==> config.mk <==
export PLATFORM = sky130hd
export DESIGN_NAME = pbo_ctrl
export DESIGN_NICKNAME = d
export VERILOG_FILES = /design/src/rtl/pbo_pkg.sv /design/src/rtl/pbo_ctrl.sv
export SDC_FILE = /design/constraint.sdc
export NUM_CORES = 1
export LEC_CHECK = 0
export ABC_AREA = 1
export ABC_CLOCK_PERIOD_IN_PS = 1500
export BUFFER_PORTS_ARGS = -buffer_cell sky130_fd_sc_hd__buf_4
export CAP_MARGIN = 20
export CORE_AREA = 2 2 39 41
export DETAILED_ROUTE_END_ITERATION = 12
export DIE_AREA = 0 0 41 43
export RECOVER_POWER = 50
export SYNTH_ARGS = -nofsm -noshare
export SYNTH_HDL_FRONTEND = slang
export SYNTH_SLANG_ARGS = --single-unit
==> constraint.sdc <==
create_clock -name clk_i -period 1.5 [get_ports clk_i]
set_clock_uncertainty 0.1 [all_clocks]
set_input_delay 0.225 -clock clk_i [delete_from_list [all_inputs] [get_ports clk_i]]
set_output_delay 0.225 -clock clk_i [all_outputs]
set_load 0.05 [all_outputs]
==> src/rtl/pbo_pkg.sv <==
// Shared types and constants of the point box obstacle check block.
package pbo_pkg;

  localparam int CAPACITY_DEF    = 512;
  localparam int COORD_WIDTH_DEF = 16;

  localparam int ACTION_W    = 2;
  localparam int VOXEL_W     = 12;
  localparam int VOXEL_RST   = 100;
  localparam int COUNT_OUT_W = 10;
  localparam int OUT_W       = 16;

  // Grid rounding: floor((v + ROUND_HALF) / ROUND_STEP) * ROUND_STEP
  localparam int ROUND_HALF = 50;
  localparam int ROUND_STEP = 100;

  // Division by 100 as a shift by 2 and a reciprocal multiplication by 1/25:
  // floor(m / 25) = (m * RECIP_25) >> RECIP_SH for every m below 2^30
  localparam int RECIP_25  = 1374389535;
  localparam int RECIP_W   = 31;
  localparam int RECIP_SH  = 35;
  localparam int DIV_STEPS = 2;

  typedef enum logic [ACTION_W-1:0] {
    ACT_INSERT = 2'd0,
    ACT_QUERY  = 2'd1,
    ACT_CLEAR  = 2'd2
  } action_e;

  typedef enum logic [4:0] {
    ST_IDLE   = 5'b00001,
    ST_DIV    = 5'b00010,
    ST_ROUND  = 5'b00100,
    ST_SCAN   = 5'b01000,
    ST_RESULT = 5'b10000
  } state_e;

  typedef struct packed {
    logic accept;     // take a new item: latch coordinates, clear flags
    logic insert;     // append the item's point, or flag it dropped
    logic clear;      // empty the store
    logic div_step;   // advance the rounding division by one stage
    logic round;      // register the rounded query point, rewind the scan
    logic scan_step;  // read the next entry and test the previous one
    logic out_load;   // move the finished result into the output register
  } cmd_t;

  typedef struct packed {
    logic div_last;   // the current division step is the final one
    logic scan_done;  // every stored entry has been tested
  } sts_t;

endpackage

==> src/rtl/pbo_ctrl.sv <==
// Controller: sequences one item at a time and owns the output valid flag.
module pbo_ctrl (
  input  logic                          clk_i,
  input  logic                          rst_ni,
  input  logic                          in_valid_i,
  output logic                          in_ready_o,
  input  logic [pbo_pkg::ACTION_W-1:0]  action_i,
  output logic                          out_valid_o,
  input  logic                          out_ready_i,
  input  pbo_pkg::sts_t                 sts_i,
  output pbo_pkg::cmd_t                 cmd_o
);

  pbo_pkg::state_e state_q, state_d;
  logic            out_valid_q, out_valid_d;

  always_comb begin
    state_d = state_q;
    cmd_o   = '0;
    case (state_q)
      pbo_pkg::ST_IDLE: begin
        if (in_valid_i) begin
          cmd_o.accept = 1'b1;
          case (pbo_pkg::action_e'(action_i))
            pbo_pkg::ACT_INSERT: begin
              cmd_o.insert = 1'b1;
              state_d      = pbo_pkg::ST_RESULT;
            end
            pbo_pkg::ACT_QUERY: begin
              state_d = pbo_pkg::ST_DIV;
            end
            pbo_pkg::ACT_CLEAR: begin
              cmd_o.clear = 1'b1;
              state_d     = pbo_pkg::ST_RESULT;
            end
            default: begin
              state_d = pbo_pkg::ST_RESULT;
            end
          endcase
        end
      end
      pbo_pkg::ST_DIV: begin
        cmd_o.div_step = 1'b1;
        if (sts_i.div_last) begin
          state_d = pbo_pkg::ST_ROUND;
        end
      end
      pbo_pkg::ST_ROUND: begin
        cmd_o.round = 1'b1;
        state_d     = pbo_pkg::ST_SCAN;
      end
      pbo_pkg::ST_SCAN: begin
        cmd_o.scan_step = 1'b1;
        if (sts_i.scan_done) begin
          state_d = pbo_pkg::ST_RESULT;
        end
      end
      pbo_pkg::ST_RESULT: begin
        if (!out_valid_q || out_ready_i) begin
          cmd_o.out_load = 1'b1;
          state_d        = pbo_pkg::ST_IDLE;
        end
      end
      default: begin
        state_d = pbo_pkg::ST_IDLE;
      end
    endcase
  end

  always_comb begin
    out_valid_d = out_valid_q;
    if (cmd_o.out_load) begin
      out_valid_d = 1'b1;
    end else if (out_ready_i) begin
      out_valid_d = 1'b0;
    end
  end

  always_ff @(posedge clk_i or negedge rst_ni) begin
    if (!rst_ni) begin
      state_q     <= pbo_pkg::ST_IDLE;
      out_valid_q <= 1'b0;
    end else begin
      state_q     <= state_d;
      out_valid_q <= out_valid_d;
    end
  end

  assign in_ready_o  = state_q == pbo_pkg::ST_IDLE;
  assign out_valid_o = out_valid_q;

endmodule
==> results.sh <==
export IMPL_status="finished with violations"
export IMPL_failed_checks="setup timing"
export IMPL_busiest_layer="met2"
export IMPL_synth_top_area_cell="dfrtp_1"
export IMPL_synth_seq_cells=6
export IMPL_synth_most_common_cell="nand2_1"
export IMPL_synth_top_area_frac=0.294
export IMPL_pre_cts_ws_ns=-0.0345
export IMPL_min_path_type="input port to register"
export IMPL_grt_pass1_wl_mm=1.74
export IMPL_io_buffers=16
export IMPL_ios=17
export IMPL_grt_usage=0.152
export IMPL_fin_area_um2=800
export IMPL_setup_ws_ns=-0.277
export IMPL_synth_common_cells="12 x nand2_1, 11 x inv_1, 6 x nor2_1, 5 x dfrtp_1, 5 x nand4_1"
export IMPL_critPathMaxFanout=4
export IMPL_first_pass_iters=4
export IMPL_drt_wl_total_mm=1.22
export IMPL_maxCapViolCount=0
export IMPL_place_area_um2=628
export IMPL_power_density_nw_per_um2=1850
export IMPL_syn_num_nets=67
export IMPL_gr_usage_met3=0.0314
export IMPL_grt_pass1_vias=419
export IMPL_fin_crit_sh=1.18
export IMPL_clockRootBuffer="clkbuf_4"
export IMPL_filler_cell_count=137
export IMPL_tritoncts="yes"
export IMPL_finalNonFillerCells=108
export IMPL_worstPathArrival_ns=1.45
export IMPL_grt_use_met2=0.216
export IMPL_slew_violations=0
export IMPL_die_h_um=43
export IMPL_critPathKind="register to output pin"
export IMPL_hold_end="out_valid_o"
export IMPL_met1_usage=0.197
export IMPL_hold_ws_ns=0.0891
export IMPL_syn_area_um2=425
export IMPL_drtAntennaViolNets=0
export IMPL_fmax_ghz=0.563
export IMPL_maxSlewHeadroom=0.768
export IMPL_ff2ff_path_depth=9
export IMPL_nets=101
export IMPL_drtIter0Drc=8
export IMPL_p_leak_nw=0.430
export IMPL_cts_max_level=1
export IMPL_tightest_slew_ns=0.349
export IMPL_setup_viol=8
export IMPL_detail_route_vias_per_cell=4.55
export IMPL_wl_per_cell_um=11.3
export IMPL_rrSetupSlack_ns=0.01
export IMPL_synth_async_reset_ratio=1.00
export IMPL_antenna_found_initial=0
export IMPL_n_antenna_cell=0
export IMPL_die_area_um2=1760
export IMPL_ys_flop_type="dfrtp_1"
export IMPL_vdd_ir_drop_max_mv=0.645
export IMPL_synth_area_leaders="dfrtp_1 29%, nand2_1 11%, inv_1 9.7%"
export IMPL_clkLatencyLatePin_ns=0.25
export IMPL_required_ns=1.17
export IMPL_dp_hpwl_um=797
export IMPL_worstSetupStartpointType="register"
export IMPL_core_region_area_um2=1380
export IMPL_drc=0
export IMPL_drive_gt1_frac=0.576
export IMPL_vias=491
export IMPL_overflow=0
export IMPL_r2r_start="state_q[0]"
export IMPL_syn_inst=59
export IMPL_finalHoldViolations=0
export IMPL_min_period_ns=1.78
export IMPL_rows=14
export IMPL_hold_depth=2
export IMPL_min_from="out_ready_i"
export IMPL_grt_max_degree=7
export IMPL_ys_seq_area_frac=0.356
export IMPL_cts_buffer_depth=2
export IMPL_die_width_um=41
export IMPL_synth_cell_type_count=16
export IMPL_rsz0062_at_grt="true"
export IMPL_gp_congestion=0.820
export IMPL_clkTransAtPathRegs_ns=0.05
export IMPL_syn_avg_cell_area_um2=7.21
export IMPL_cts_buffers=3
export IMPL_ys_warnings_count=0
export IMPL_r2r_end="state_q[1]"
export IMPL_synth_edf_count=0
export IMPL_syn_to_final_growth_pct=87.9
export IMPL_fin_util=0.578
export IMPL_post_place_cells=96
export IMPL_worstSetupEndpointType="output pin"
export IMPL_numClockSinks=6
export IMPL_start_util=0.307
-- critical path: stages (launching register included) --
cell and delay (ns):
dfstp_2 0.53, inv_2 0.04, nor2_4 0.10, nand3_4 0.11, nor2_4 0.12, nand2_2 0.07, nor2_4 0.08, buf_6 0.16
-- logic make-up (layout without fill, tap and decap cells) --
group	Yosys count	in the layout	synth area share
flops	6	6	0.356
buf+inv	15	48	0.150
compound gates	2	2	0.0235
simple gates	36	36	0.471
-- stage by stage --
step                      total power, W   TNS, ns
final                            0.00148     -1.37
after global routing             0.00158     -2.12
after CTS                        0.00144     -1.61
after detailed placement         0.00108   -0.0345
after global placement           0.00108  -0.00648
after floorplan                 0.000827    -0.474
-- placed cells by master, fill, tap and decap left out --
cell type,synthesis,final
buf_4,2,20
buf_6,0,5
buf_8,0,4
clkbuf_1,0,2
clkbuf_4,0,3
dfrtp_1,5,5
dfstp_2,1,1
dlygate4sd3_1,0,1
inv_1,11,8
inv_2,2,5
nand2_1,12,10
nand2_2,0,2
nand3_1,3,1
nand3_2,0,1
nand3_4,1,2
nand4_1,5,5
nor2_1,6,4
nor2_2,3,2
nor2_4,3,6
nor3_1,2,1
nor3_2,0,1
nor4_4,0,1
o21ai_0,1,1
o21ai_1,1,1
-- worst max-delay path by stage --
stage,from,endpoint,slack [ns]
after global routing,state_q[0],cmd_o[4],-0.34
after global placement,state_q[0],cmd_o[4],-0.006
after detailed placement,state_q[0],cmd_o[4],-0.03
after floorplan,state_q[0],cmd_o[4],-0.30
final,state_q[0],cmd_o[4],-0.28
after CTS,state_q[0],cmd_o[4],-0.28
-- routing by layer --
metal,vias to the layer above,wire (um)
met1,223,507
li1,249,-
met4,0,39
met5,-,0
met3,6,43
met2,13,625
-- power breakdown --
| group | total, W | internal [W] | switching, W |
|---|---|---|---|
| clock network | 0.000165 | 0.000101 | 0.0000638 |
| logic | 0.00105 | 0.000443 | 0.000606 |
| registers | 0.000265 | 0.000223 | 0.0000423 |
| total | 0.00148 | 0.000767 | 0.000712 |
-- sequential cells by signal (all words and copies together) (netlist names) --
signal / flops
out_valid_o: 1
state_q: 5
-- what timing repair did --
| action | in CTS | in global routing |
|---|---|---|
| endpoints found under the setup margin | 8 | 11 |
| endpoints found under the hold margin | 6 | 0 |
| gates resized for setup | 13 | 12 |
| hold buffers | 1 | 0 |
| pin swaps | 1 | 3 |
| buffers inserted | 5 | 3 |
-- cell type report --
class	count	area, um^2	area share
repair buffers	31	280	0.351
inverters	13	48.8	0.0610
well taps	16	20.0	0.0250
flip-flops and latches	6	151	0.189
clock buffers	4	26.3	0.0329
multi-input cells	38	273	0.341
Power figures use the tool's default switching activity.
